--- src/ppcrpe_pkg.sv ---
// Package for the PowerPC relocation patch engine.
// Holds the channel payload types, the decoded command type, relocation codes and opcodes.
// No dependencies; every other file of the block refers to it by scoped names.
package ppcrpe_pkg;

	// Depth of the command queue between the front and back parts.
	localparam int unsigned QUEUE_DEPTH = 4;

	// Configuration port.
	localparam int unsigned CFG_INDEX_W = 8;
	localparam logic [CFG_INDEX_W-1:0] REG_LOAD_BASE      = 8'd0;
	localparam logic [CFG_INDEX_W-1:0] REG_PLT_ADDRESS    = 8'd1;
	localparam logic [CFG_INDEX_W-1:0] REG_INDIRECT_TABLE = 8'd2;
	localparam logic [CFG_INDEX_W-1:0] REG_TEXT_SECTION   = 8'd3;

	// ELF PowerPC relocation types.
	localparam logic [7:0] RT_ADDR32    = 8'd1;
	localparam logic [7:0] RT_ADDR16_LO = 8'd4;
	localparam logic [7:0] RT_ADDR16_HI = 8'd5;
	localparam logic [7:0] RT_ADDR16_HA = 8'd6;
	localparam logic [7:0] RT_REL24     = 8'd10;
	localparam logic [7:0] RT_JMP_SLOT  = 8'd21;
	localparam logic [7:0] RT_RELATIVE  = 8'd22;

	// ELF symbol types.
	localparam logic [3:0] SK_NOTYPE = 4'd0;
	localparam logic [3:0] SK_OBJECT = 4'd1;
	localparam logic [3:0] SK_FUNC   = 4'd2;

	// Instruction encodings and masks.
	localparam logic [31:0] MASK_REL24 = 32'h03FF_FFFC;
	localparam logic [31:0] OPC_B      = 32'h4800_0000;
	localparam logic [31:0] OPC_LI_R0  = 32'h3800_0000;
	localparam logic [31:0] MASK_WORD  = 32'hFFFF_FFFF;
	localparam logic [31:0] MASK_HALF  = 32'h0000_FFFF;
	localparam logic [15:0] TABLE_STEP = 16'd4;

	// Input transaction.
	typedef struct packed {
		logic [7:0]         reloc_type;
		logic [31:0]        target_offset;
		logic [31:0]        symbol_value;
		logic [3:0]         symbol_kind;
		logic signed [31:0] addend;
	} in_item_t;

	// Result transaction.
	typedef struct packed {
		logic        write_enable;
		logic [31:0] write_address;
		logic [31:0] write_data;
		logic        write_halfword;
		logic [31:0] write_bit_mask;
		logic        last_of_item;
	} result_t;

	// Configuration register values.
	typedef struct packed {
		logic [31:0] load_base;
		logic [31:0] plt_address;
		logic [31:0] indirect_table_address;
		logic [31:0] text_section_value;
	} cfg_t;

	// Operation the back part carries out for one relocation.
	typedef enum logic [2:0] {
		OP_NONE,
		OP_WORD,
		OP_LO,
		OP_HI,
		OP_HA,
		OP_REL24,
		OP_BRANCH,
		OP_SLOT
	} op_t;

	// Decoded command: place is the patched address, val the operation's value.
	typedef struct packed {
		op_t         op;
		logic [31:0] place;
		logic [31:0] val;
	} cmd_t;

	// Steps of an object jump slot.
	typedef enum logic [1:0] {
		STEP_LI,
		STEP_BRANCH,
		STEP_TABLE
	} slot_step_t;

endpackage

--- src/ppcrpe_front.sv ---
// Front part of the relocation patch engine: classifies a relocation and forms its sums.
// Depends on ppcrpe_pkg for the payload, command and configuration types.
module ppcrpe_front (
	input  ppcrpe_pkg::in_item_t item,
	input  ppcrpe_pkg::cfg_t     cfg,
	output ppcrpe_pkg::cmd_t     cmd
);

	logic        text_hit;
	logic [31:0] base_add;
	logic [31:0] sum_x;
	logic [31:0] sum_v;
	logic        rel24_ovf;

	// A symbol value equal to the text-section value counts as zero.
	assign text_hit = (item.symbol_value == cfg.text_section_value);

	// B+A, B+S+A and S+A-O, with S dropped on a text-section hit.
	assign base_add = cfg.load_base + item.addend;
	assign sum_x    = text_hit ? base_add : (base_add + item.symbol_value);
	assign sum_v    = text_hit ? (item.addend - item.target_offset)
	                           : (item.addend - item.target_offset + item.symbol_value);

	// A branch displacement that overflows in the positive direction is skipped.
	assign rel24_ovf = (sum_v[31:26] != 6'd0) && !sum_v[31];

	// Pick the operation and the value that the back part needs.
	always_comb begin
		cmd.place = cfg.load_base + item.target_offset;
		cmd.val   = sum_x;
		cmd.op    = ppcrpe_pkg::OP_NONE;
		unique case (item.reloc_type)
			ppcrpe_pkg::RT_RELATIVE: begin
				cmd.op  = ppcrpe_pkg::OP_WORD;
				cmd.val = base_add;
			end
			ppcrpe_pkg::RT_ADDR32:    cmd.op = ppcrpe_pkg::OP_WORD;
			ppcrpe_pkg::RT_ADDR16_LO: cmd.op = ppcrpe_pkg::OP_LO;
			ppcrpe_pkg::RT_ADDR16_HI: cmd.op = ppcrpe_pkg::OP_HI;
			ppcrpe_pkg::RT_ADDR16_HA: cmd.op = ppcrpe_pkg::OP_HA;
			ppcrpe_pkg::RT_REL24: begin
				cmd.val = sum_v;
				cmd.op  = rel24_ovf ? ppcrpe_pkg::OP_NONE : ppcrpe_pkg::OP_REL24;
			end
			ppcrpe_pkg::RT_JMP_SLOT: begin
				priority if (item.symbol_kind == ppcrpe_pkg::SK_NOTYPE ||
				             item.symbol_kind == ppcrpe_pkg::SK_FUNC) begin
					cmd.op  = ppcrpe_pkg::OP_BRANCH;
					cmd.val = sum_v;
				end else if (item.symbol_kind == ppcrpe_pkg::SK_OBJECT) begin
					cmd.op = ppcrpe_pkg::OP_SLOT;
				end else begin
					cmd.op = ppcrpe_pkg::OP_NONE;
				end
			end
			default: cmd.op = ppcrpe_pkg::OP_NONE;
		endcase
	end

endmodule

--- src/ppcrpe_queue.sv ---
// Command queue between the front and back parts of the relocation patch engine.
// Depends on ppcrpe_pkg for the command type.
module ppcrpe_queue #(
	parameter int unsigned DEPTH = ppcrpe_pkg::QUEUE_DEPTH
) (
	input  logic             clk,
	input  logic             arst_n,
	input  logic             wr,
	input  ppcrpe_pkg::cmd_t wr_cmd,
	input  logic             rd,
	output ppcrpe_pkg::cmd_t rd_cmd,
	output logic             full,
	output logic             empty
);

	localparam int unsigned AW = $clog2(DEPTH);
	localparam int unsigned CW = $clog2(DEPTH + 1);

	ppcrpe_pkg::cmd_t entries_q [DEPTH];
	logic [AW-1:0]    wr_ptr_q;
	logic [AW-1:0]    rd_ptr_q;
	logic [CW-1:0]    count_q;
	logic             do_wr;
	logic             do_rd;

	assign full   = (count_q == CW'(DEPTH));
	assign empty  = (count_q == '0);
	assign do_wr  = wr && !full;
	assign do_rd  = rd && !empty;
	assign rd_cmd = entries_q[rd_ptr_q];

	// Entry storage.
	always_ff @(posedge clk) begin
		if (do_wr) begin
			entries_q[wr_ptr_q] <= wr_cmd;
		end
	end

	// Pointers and fill count.
	always_ff @(posedge clk or negedge arst_n) begin
		if (!arst_n) begin
			wr_ptr_q <= '0;
			rd_ptr_q <= '0;
			count_q  <= '0;
		end else begin
			if (do_wr) begin
				wr_ptr_q <= (wr_ptr_q == AW'(DEPTH - 1)) ? '0 : wr_ptr_q + AW'(1);
			end
			if (do_rd) begin
				rd_ptr_q <= (rd_ptr_q == AW'(DEPTH - 1)) ? '0 : rd_ptr_q + AW'(1);
			end
			if (do_wr && !do_rd) begin
				count_q <= count_q + CW'(1);
			end else if (do_rd && !do_wr) begin
				count_q <= count_q - CW'(1);
			end
		end
	end

endmodule

--- src/ppcrpe_back.sv ---
// Back part of the relocation patch engine: turns commands into memory write results.
// Depends on ppcrpe_pkg; keeps the indirect table offset and the result register.
module ppcrpe_back (
	input  logic                clk,
	input  logic                arst_n,
	input  ppcrpe_pkg::cfg_t    cfg,
	input  logic                hd_valid,
	input  ppcrpe_pkg::cmd_t    hd,
	output logic                q_pop,
	output logic                empty,
	input  logic                pop,
	output ppcrpe_pkg::result_t result
);

	ppcrpe_pkg::slot_step_t step_q;
	ppcrpe_pkg::slot_step_t step_d;
	logic [15:0]            tbl_q;
	ppcrpe_pkg::result_t    res_q;
	ppcrpe_pkg::result_t    res_d;
	logic                   res_valid_q;
	logic                   load;
	logic                   is_slot;
	logic                   slot_done;
	logic [31:0]            place_p4;
	logic [31:0]            br_disp;

	// A new result is formed when the result register is free or being taken.
	assign load      = hd_valid && (!res_valid_q || pop);
	assign is_slot   = (hd.op == ppcrpe_pkg::OP_SLOT);
	assign slot_done = load && is_slot && (step_q == ppcrpe_pkg::STEP_TABLE);
	assign q_pop     = load && (!is_slot || step_q == ppcrpe_pkg::STEP_TABLE);
	assign empty     = !res_valid_q;
	assign result    = res_q;

	// The second slot word branches to the PLT from its own address: plt - place - 4.
	assign place_p4 = hd.place + 32'd4;
	assign br_disp  = cfg.plt_address + ~hd.place + 32'hFFFF_FFFD;

	// Result for the command at the head of the queue.
	always_comb begin
		res_d                = '0;
		res_d.write_enable   = 1'b1;
		res_d.write_address  = hd.place;
		res_d.write_data     = hd.val;
		res_d.write_bit_mask = ppcrpe_pkg::MASK_WORD;
		res_d.last_of_item   = 1'b1;
		unique case (hd.op)
			ppcrpe_pkg::OP_NONE: begin
				res_d              = '0;
				res_d.last_of_item = 1'b1;
			end
			ppcrpe_pkg::OP_WORD: ;
			ppcrpe_pkg::OP_LO: begin
				res_d.write_data     = {16'd0, hd.val[15:0]};
				res_d.write_halfword = 1'b1;
				res_d.write_bit_mask = ppcrpe_pkg::MASK_HALF;
			end
			ppcrpe_pkg::OP_HI: begin
				res_d.write_data     = {16'd0, hd.val[31:16]};
				res_d.write_halfword = 1'b1;
				res_d.write_bit_mask = ppcrpe_pkg::MASK_HALF;
			end
			ppcrpe_pkg::OP_HA: begin
				res_d.write_data     = {16'd0, hd.val[31:16] + 16'(hd.val[15])};
				res_d.write_halfword = 1'b1;
				res_d.write_bit_mask = ppcrpe_pkg::MASK_HALF;
			end
			ppcrpe_pkg::OP_REL24: begin
				res_d.write_data     = hd.val & ppcrpe_pkg::MASK_REL24;
				res_d.write_bit_mask = ppcrpe_pkg::MASK_REL24;
			end
			ppcrpe_pkg::OP_BRANCH: begin
				res_d.write_data = ppcrpe_pkg::OPC_B | (hd.val & ppcrpe_pkg::MASK_REL24);
			end
			ppcrpe_pkg::OP_SLOT: begin
				unique case (step_q)
					ppcrpe_pkg::STEP_LI: begin
						res_d.write_data   = ppcrpe_pkg::OPC_LI_R0 | {16'd0, tbl_q};
						res_d.last_of_item = 1'b0;
					end
					ppcrpe_pkg::STEP_BRANCH: begin
						res_d.write_address = place_p4;
						res_d.write_data    = ppcrpe_pkg::OPC_B |
						                      (br_disp & ppcrpe_pkg::MASK_REL24);
						res_d.last_of_item  = 1'b0;
					end
					ppcrpe_pkg::STEP_TABLE: begin
						res_d.write_address = cfg.indirect_table_address + {16'd0, tbl_q};
					end
					default: ;
				endcase
			end
			default: ;
		endcase
	end

	// Next step of an object jump slot.
	always_comb begin
		step_d = step_q;
		if (load && is_slot) begin
			unique case (step_q)
				ppcrpe_pkg::STEP_LI:     step_d = ppcrpe_pkg::STEP_BRANCH;
				ppcrpe_pkg::STEP_BRANCH: step_d = ppcrpe_pkg::STEP_TABLE;
				ppcrpe_pkg::STEP_TABLE:  step_d = ppcrpe_pkg::STEP_LI;
				default:                 step_d = ppcrpe_pkg::STEP_LI;
			endcase
		end
	end

	// Slot step and table offset.
	always_ff @(posedge clk or negedge arst_n) begin
		if (!arst_n) begin
			step_q <= ppcrpe_pkg::STEP_LI;
			tbl_q  <= '0;
		end else begin
			step_q <= step_d;
			if (slot_done) begin
				tbl_q <= tbl_q + ppcrpe_pkg::TABLE_STEP;
			end
		end
	end

	// Result register valid flag.
	always_ff @(posedge clk or negedge arst_n) begin
		if (!arst_n) begin
			res_valid_q <= 1'b0;
		end else if (load) begin
			res_valid_q <= 1'b1;
		end else if (pop) begin
			res_valid_q <= 1'b0;
		end
	end

	// Result register payload.
	always_ff @(posedge clk) begin
		if (load) begin
			res_q <= res_d;
		end
	end

`ifndef SYNTH
	// Only an object slot can be in the middle of its steps.
	assert property (@(posedge clk) disable iff (!arst_n)
		(step_q != ppcrpe_pkg::STEP_LI) |-> (hd_valid && hd.op == ppcrpe_pkg::OP_SLOT))
		else $error("slot step active without an object slot at the queue head");

	// The table offset moves only after the last word of an object slot.
	assert property (@(posedge clk) disable iff (!arst_n)
		!$stable(tbl_q) |-> $past(slot_done))
		else $error("table offset changed outside an object slot");

	// A command leaves the queue exactly with the final result of its relocation.
	assert property (@(posedge clk) disable iff (!arst_n)
		q_pop |-> res_d.last_of_item)
		else $error("command retired on a result that is not the last");
`endif

endmodule

--- src/ppc_relocation_patch_engine.sv ---
// Top level of the PowerPC relocation patch engine: configuration registers and wiring.
// Depends on ppcrpe_pkg, ppcrpe_front, ppcrpe_queue and ppcrpe_back.
//
//   channel   ports                             direction
//   input     push, full, in_item               in  (queue write side)
//   result    empty, pop, result                out (queue read side)
//   config    cfg_write, cfg_index, cfg_data    in  (write only, no wait)
//
// An item is classified and its sums formed in the cycle it is pushed, and it lands in a
// command queue of QUEUE_DEPTH entries (at least 2). The back part forms one result per
// cycle while the result register is free or being popped; an object jump slot yields
// three results and holds the queue head until the last. Results are registered, and the
// result register is refilled in the cycle it is popped; full rises only when the
// queue holds QUEUE_DEPTH commands. Reset clears the registers, the queue and the table offset.
module ppc_relocation_patch_engine #(
	parameter int unsigned QUEUE_DEPTH = ppcrpe_pkg::QUEUE_DEPTH
) (
	input  logic                                 clk,
	input  logic                                 arst_n,
	input  logic                                 push,
	output logic                                 full,
	input  ppcrpe_pkg::in_item_t                 in_item,
	output logic                                 empty,
	input  logic                                 pop,
	output ppcrpe_pkg::result_t                  result,
	input  logic                                 cfg_write,
	input  logic [ppcrpe_pkg::CFG_INDEX_W-1:0]   cfg_index,
	input  logic [31:0]                          cfg_data
);

	ppcrpe_pkg::cfg_t cfg_q;
	ppcrpe_pkg::cmd_t front_cmd;
	ppcrpe_pkg::cmd_t head_cmd;
	logic             q_empty;
	logic             q_pop;

	// Configuration registers; writes beyond the last index are dropped.
	always_ff @(posedge clk or negedge arst_n) begin
		if (!arst_n) begin
			cfg_q <= '0;
		end else if (cfg_write) begin
			unique case (cfg_index)
				ppcrpe_pkg::REG_LOAD_BASE:      cfg_q.load_base              <= cfg_data;
				ppcrpe_pkg::REG_PLT_ADDRESS:    cfg_q.plt_address            <= cfg_data;
				ppcrpe_pkg::REG_INDIRECT_TABLE: cfg_q.indirect_table_address <= cfg_data;
				ppcrpe_pkg::REG_TEXT_SECTION:   cfg_q.text_section_value     <= cfg_data;
				default: ;
			endcase
		end
	end

	// Classification of the incoming relocation.
	ppcrpe_front u_front (
		.item (in_item),
		.cfg  (cfg_q),
		.cmd  (front_cmd)
	);

	// Queue between classification and execution.
	ppcrpe_queue #(
		.DEPTH (QUEUE_DEPTH)
	) u_queue (
		.clk    (clk),
		.arst_n (arst_n),
		.wr     (push),
		.wr_cmd (front_cmd),
		.rd     (q_pop),
		.rd_cmd (head_cmd),
		.full   (full),
		.empty  (q_empty)
	);

	// Execution into memory write results.
	ppcrpe_back u_back (
		.clk      (clk),
		.arst_n   (arst_n),
		.cfg      (cfg_q),
		.hd_valid (!q_empty),
		.hd       (head_cmd),
		.q_pop    (q_pop),
		.empty    (empty),
		.pop      (pop),
		.result   (result)
	);

endmodule
--- config.mk ---
export PLATFORM = sky130hd
export DESIGN_NAME = ppc_relocation_patch_engine
export DESIGN_NICKNAME = d
export VERILOG_FILES = /design/src/ppcrpe_pkg.sv /design/src/ppcrpe_front.sv /design/src/ppcrpe_queue.sv /design/src/ppcrpe_back.sv /design/src/ppc_relocation_patch_engine.sv
export SDC_FILE = /design/constraint.sdc
export NUM_CORES = 1
export LEC_CHECK = 0
export BUFFER_PORTS_ARGS = -buffer_cell sky130_fd_sc_hd__buf_2
export CAP_MARGIN = 10
export CORE_MARGIN = 5
export CORE_UTILIZATION = 55
export DETAILED_ROUTE_END_ITERATION = 6
export HOLD_SLACK_MARGIN = 0.05
export PLACE_DENSITY = 0.85
export SYNTH_ARGS = -nofsm -noshare
export SYNTH_HDL_FRONTEND = slang
export SYNTH_SLANG_ARGS = --single-unit
--- constraint.sdc ---
create_clock -name clk -period 6.6 [get_ports clk]
set_clock_uncertainty 0.05 [all_clocks]
set_input_delay 0 -clock clk [delete_from_list [all_inputs] [get_ports clk]]
set_output_delay 0 -clock clk [all_outputs]
set_load 0.01 [all_outputs]
==> results of run 1 <==
==> how the worst max path moves through the flow <==
stage | slack (ps) | start | end | cells after the start
floorplan | 170 | u_queue.count_q[0] | u_queue.count_q[1] | 7
global placement | 1180 | cfg_q[96] | u_queue.entries_q[0][30] | 22
detailed placement | 1030 | cfg_q[96] | u_queue.entries_q[3][30] | 22
CTS | 1010 | cfg_q[96] | u_queue.entries_q[3][30] | 22
global route | 640 | cfg_q[96] | u_queue.entries_q[1][26] | 19
finish | 920 | cfg_q[96] | u_queue.entries_q[0][30] | 22
==> cells by family after synthesis <==
kind of cell,Yosys count,share of synthesized area
mux,223,0.100
fa+ha+maj,242,0.0953
compound gates,783,0.158
xor+xnor,243,0.0657
buf+inv,302,0.0416
simple gates,753,0.113
flops,485,0.427
==> placed cells by master (no fill, tap or decap), types with 12 or more instances in the layout <==
cell type,count
inv_1,190
nand3_1,69
ha_1,234
a221oi_1,13
a31oi_1,23
nor3_1,56
nand2b_1,34
dlygate4sd3_1,50
o22ai_1,12
nor2_1,175
or3_1,21
and2_1,19
a21o_1,84
o21bai_1,30
and3_1,37
o211ai_1,25
a211oi_1,35
edfxtp_1,339
a21oi_1,206
mux4_2,54
o21a_1,22
mux2_2,135
dfrtp_1,144
o21ai_0,168
mux2i_1,23
buf_4,37
xor2_1,66
o31ai_1,15
clkbuf_16,46
buf_2,252
clkinv_2,13
nor2b_1,26
nand4_1,29
nand2_1,224
a22oi_1,33
xnor2_1,177
==> registers in the layout (all words and copies together) (netlist names) <==
name	cells
cfg_q	122
u_queue.rd_ptr_q	2
u_back.step_q	2
u_queue.wr_ptr_q	2
u_queue.count_q	3
u_back.res_valid_q	1
u_back.result	71
u_back.tbl_q	14
u_queue.entries_q	268
==> power breakdown <==
part,switching [mW],total [mW],internal (mW)
combinational,4.85,7.70,2.85
sequential,0.330,4.62,4.29
clock,1.19,2.68,1.49
total,6.37,15.0,8.63
==> timing repair <==
| item | in CTS | in global routing |
|---|---|---|
| setup buffers | 0 | 0 |
| hold buffers | 51 | 0 |
| hold endpoints to repair | 327 | 0 |
==> layer usage <==
layer / routed length [um] / vias up / track usage
met5: 25 / - / 0
met4: 6800 / 4 / 0.172
met3: 12500 / 413 / 0.0626
met2: 47900 / 1864 / 0.507
met1: 39000 / 13015 / 0.422
li1: - / 11896 / -
==> per-stage QoR <==
stage / worst slack, ps / hold slack (ps) / cell area (um2)
after floorplan: 174 / -346 / 32400
after global routing: 638 / 105 / 36400
final: 916 / 102 / 36400
after CTS: 1010 / 76.1 / 36300
after detailed placement: 1030 / -92.1 / 34300
after global placement: 1180 / -96.6 / 34300
==> area by class of cell <==
type                            instances  area, um2
Antenna cell                            6       15.0
Clock buffer                           55       1180
Clock inverter                         29        312
Fill cell                            4478      22300
Inverter                              191        717
Multi-Input combinational cell       2244      17200
Sequential cell                       485      13800
Tap cell                              773        967
Timing Repair Buffer                  341       2080
==> worst max-delay path, stage by stage, from the launching register on <==
cell and delay [ps]:
dfrtp_1 400, ha_1 230, fa_1 410, a21oi_1 230
o21ba_2 200, a31oi_1 120, a31oi_1 460, o21bai_1 120
a21o_1 210, a21o_1 180, a21oi_1 170, xnor2_1 110
ha_1 380, nand2_1 80, a21oi_1 200, nand3_1 110
a21o_1 210, and2_1 210, a21oi_1 290, a211oi_1 160
o41ai_1 440, mux2i_1 130, a211o_1 290
==> out/qor.yml, run 1 <==
cts_root_buffer: "clkbuf_16"
rrSetupSlack_ps: 920
grt_antenna_before_repair: 6
cts_tree: "built"
dpl.hpwl_mm: 78.2
synth_common_cells: "edfxtp_1, ha_1, nand2_1"
ant_nets: 0
grt_pass1_wl_mm: 158
path_clk_slew_ps: 70
syn_nets: 3426
fmax_mhz: 176
grtUsageTotal: 0.321
clock-sinks: 485
num_rows: 89
final_util: 0.620
hold_violations: 0
syn_inst: 3031
post_drt_wl_per_cell_um: 25.8
maxSlewViolCount: 0
die_y_um: 253
synth-seq-area-share: 0.427
ys_seq_elements: 485
timing.setup.tns_ps: 0
numCtsBuffers: 45
dp.cells: 3983
port_buffers: 253
status: "complete, but fails checks"
reg2reg_to: "u_queue.entries_q[0][30]"
gr-total-overflow: 0
powerDensity_nw_per_um2: 413
grt_pass1_vias: 26220
total_power_mw: 15.0
min_delay_worst_endpoint: "u_queue.entries_q[0][58]"
firstDrtPassIters: 7
grt_max_degree: 68
setup_viol: 0
syn_area_um2: 32400
synth.most_common_cell: "edfxtp_1"
crit_arrival_ps: 5930
max_slew_margin: 0.170
regToRegStartpoint: "cfg_q[96]"
cts_resized: 0
htree_levels: 2
period_needed_ps: 5680
syn_avg_cell_area_um2: 10.7
p_leak_nw: 15.4
crit_path_start_kind: "register"
drive_gt1_frac: 0.177
routed_wl_mm: 106
coreArea_um2: 58700
crit_type: "register to register"
async_reset_ff_frac: 0.301
vias_per_cell: 6.59
tightest_slew_ps: 1240
yosysWarnings: 0
syn2layout_area_growth_pct: 12.2
io_pins: 254
initial_core_util: 0.552
ff2ff_path_depth: 22
synth.distinct_cells: 90
peakVddDrop_v: 0.000324
cp_max_fo: 5
hp-class: "input pin to register"
clockBufferDepth: 3
vias: 27192
synth-main-ff-cell: "edfxtp_1"
synth_edf_count: 339
period_share: 0.861
clock_latency_ps: 590
drt-initial-drc-count: 3705
end_kind: "register"
rsz0062_at_grt: "false"
synth_top_area_share: 0.314
yosysTopAreaCell: "edfxtp_1"
failed_checks: "design-rule violations"
nets: 3703
cp.required_ps: 6850
min_from: "in_item[94]"
synth_area_leaders: "edfxtp_1, dfrtp_1, ha_1, xnor2_1, mux2_2"
max_cap_violations: 0
place_congestion: 1.00
holdPathStages: 3
drc: 2
die_w_um: 253
dieArea_um2: 63900
finalNonFillerCells: 4124
Power figures use the tool's default switching activity.
==> run 2, diff against run 1 <==
--- a/config.mk
+++ b/config.mk
@@ -8,10 +8,11 @@
 export BUFFER_PORTS_ARGS = -buffer_cell sky130_fd_sc_hd__buf_2
 export CAP_MARGIN = 10
 export CORE_MARGIN = 5
-export CORE_UTILIZATION = 55
+export CORE_UTILIZATION = 50
 export DETAILED_ROUTE_END_ITERATION = 6
+export GPL_TIMING_DRIVEN = 0
 export HOLD_SLACK_MARGIN = 0.05
-export PLACE_DENSITY = 0.85
+export PLACE_DENSITY = 0.79
 export SYNTH_ARGS = -nofsm -noshare
 export SYNTH_HDL_FRONTEND = slang
 export SYNTH_SLANG_ARGS = --single-unit
==> run 2 against run 1 <==
  * The run still ends with design-rule violations left
  * Sequential power decreased by 2%
  * First-iteration DRC count decreased by 18%
  * Critical path depth increased by 1
  * Total power increased by 1.5%
  * Wire length decreased by 1.4%
  * Worst setup slack got worse by 490 ps
  * Utilization decreased by 4.6 points
  * Largest power group unchanged
==> out/qor.yml, run 2 (synthesis gave the netlist of run 1 again) <==
status: "complete, but fails checks"
failed_checks: "design-rule violations"
final_cell_mix: "edfxtp_1, buf_2, ha_1"
fmax_mhz: 162  # -8.0%
hp-class: "input pin to register"
peakVddDrop_v: 0.000207  # -36%
cp_num_cells: 23  # +4.5%
path_common_cell: "o21ai_0"
cts_tree: "built"
io_pins: 254  # unchanged
crit_arrival_ps: 6400  # +470 ps
vias: 26481  # -2.6%
hold_violations: 0  # unchanged
total_power_mw: 15.2  # +1.5%
numCtsBuffers: 44  # -2.2%
path_cells: "dlygate4sd3_1 > buf_2 > inv_1 > ha_1 > nor2b_1 > o31a_1 > o21ai_0 > o22ai_1 > o21ai_0 > a21oi_1 > o21ai_0 > and2_1 > xnor2_1 > ha_1 > nand4_1 > or3_1 > or4_1 > o211ai_1 > xnor2_1 > and2_0 > a31oi_1 > o2111ai_1 > o211ai_1"
num_rows: 93  # +4.5%
nets: 3783  # +2.2%
cts_root_buffer: "clkbuf_16"
die_w_um: 265  # +4.7%
holdWs_ps: 71.3  # -30.9 ps
maxSlewViolCount: 0  # unchanged
regMostFlops: "u_queue.entries_q"
dpl.hpwl_mm: 82.8  # +5.9%
tightest_slew_ps: 1400  # +155 ps
htree_levels: 2  # unchanged
fin_ws_ps: 423  # -493 ps
ant_nets: 0  # unchanged
port_buffers: 252  # -0.40%
post_drt_wl_per_cell_um: 24.5  # -5.0%
drc: 3  # +1
ff2ff_path_depth: 19  # -14%
max_slew_margin: 0.0698  # -0.100
regToRegStartpoint: "cfg_q[96]"
clock-sinks: 485  # unchanged
holdPathStages: 3  # unchanged
dieArea_um2: 70000  # +9.6%
cp_max_fo: 5  # unchanged
powerDensity_nw_per_um2: 412  # about the same
largest_reg_flops: 268  # unchanged
grt_antenna_before_repair: 0  # -6
period_needed_ps: 6180  # +493 ps
max_cap_violations: 0  # unchanged
clockBufferDepth: 3  # unchanged
p_leak_nw: 15.6  # +1.2%
cp.required_ps: 6830  # -20 ps
initial_core_util: 0.504  # -0.0486
firstDrtPassIters: 7  # unchanged
grtUsageTotal: 0.287  # -0.0339
rsz0062_at_grt: "false"
crit_buf_inv: 3  # +3
path_clk_slew_ps: 70  # about the same
grt_pass1_wl_mm: 155  # -1.8%
drive_gt1_frac: 0.177  # +0.000648
dp.cells: 4146  # +4.1%
crit_family: "compound AO/OA/AOI/OAI gates"
end_kind: "register"
finalNonFillerCells: 4280  # +3.8%
syn2layout_area_growth_pct: 14.0
crit_path_start_kind: "input pin"
routed_wl_mm: 105  # -1.4%
drt-initial-drc-count: 3042  # -18%
min_delay_worst_endpoint: "u_queue.entries_q[3][56]"
setup_viol: 0  # unchanged
place_congestion: 1.03  # +2.7%
vias_per_cell: 6.19  # -6.2%
dp_slack_ps: -30.6  # -1060 ps
grt_pass1_vias: 25832  # -1.5%
final_common_cell: "edfxtp_1"
grt_max_degree: 91  # +34%
max_stage_delay_ps: 540  # +80 ps
coreArea_um2: 64300  # +9.6%
min_from: "in_item[92]"
final_util: 0.574  # -0.0457
reg2reg_to: "u_queue.entries_q[3][26]"
clock_latency_ps: 580  # about the same
crit_type: "input pin to register"
period_share: 0.936  # +0.0747
rrSetupSlack_ps: 430  # -490 ps
gr-total-overflow: 0  # unchanged
crit_slowest_cell: "dlygate4sd3_1"
die_y_um: 265  # +4.7%
-- run 2: changes by cell type in the layout (fill, tap and decap cells not counted), sizes merged, moves of 2 or more --
cell / before / now
bufinv: 5 / 3
buf: 291 / 317
clkinvlp: 3 / 9
clkbuf: 55 / 106
diode: 6 / 2
clkinv: 18 / 16
-- run 2: how the worst max path moves through the flow --
stage / start / to / slack (ps)
3_3_place_gp: u_queue.count_q[0] / u_queue.count_q[1] / -3800
3_5_place_dp: u_queue.rd_ptr_q[1] / u_back.result[51] / -30
4_1_cts: u_queue.rd_ptr_q[0] / u_back.result[51] / 260
5_1_grt: u_queue.rd_ptr_q[0] / u_back.result[59] / 150
6_report: in_item[69] / u_queue.entries_q[2][66] / 420
2_1_floorplan: u_queue.count_q[0] / u_queue.count_q[1] / 170
-- run 2: area by class of cell --
| type | count | area (um2) |
|---|---|---|
| Inverter | 191 | 717 |
| Clock buffer | 51 | 1170 |
| Tap cell | 855 | 1070 |
| Multi-Input combinational cell | 2244 | 17200 |
| Sequential cell | 485 | 13800 |
| Antenna cell | 2 | 5.00 |
| Clock inverter | 30 | 274 |
| Fill cell | 5314 | 27400 |
| Timing Repair Buffer | 312 | 1990 |
| Buffer | 110 | 626 |
-- run 2: power breakdown --
group	leakage [nW]	internal (mW)	switching, mW
Sequential	5.13	4.27	0.251
Combinational	9.76	3.03	5.11
Clock	0.682	1.41	1.17
-- run 2: repair_timing --
action,CTS,global route
buffers inserted,0,1
pin swaps,0,1
hold buffers,51,0
endpoints found under the setup margin,2,6
endpoints found under the hold margin,322,0
resized for setup,0,1
gates cloned,0,0
-- run 2: per-layer routing --
metal  vias up  share of wire  global-route usage
met5         -              0                   0
met4         0          0.058               0.137
li1      12045              -                   -
met3       282          0.094              0.0407
met1     12687           0.39               0.379
met2      1467           0.46               0.470
-- run 2: per-stage QoR --
step | setup TNS [ps] | cell area, um2
floorplan | 0 | 32400
global placement | -33200 | 34700
detailed placement | -30.6 | 34900
CTS | 0 | 36900
global route | 0 | 36900
finish | 0 | 36900
-- run 2: tightest hold or removal path, cell delays in order --
cell and delay [ps]:
buf_2 120, ha_1 210, xor2_1 170
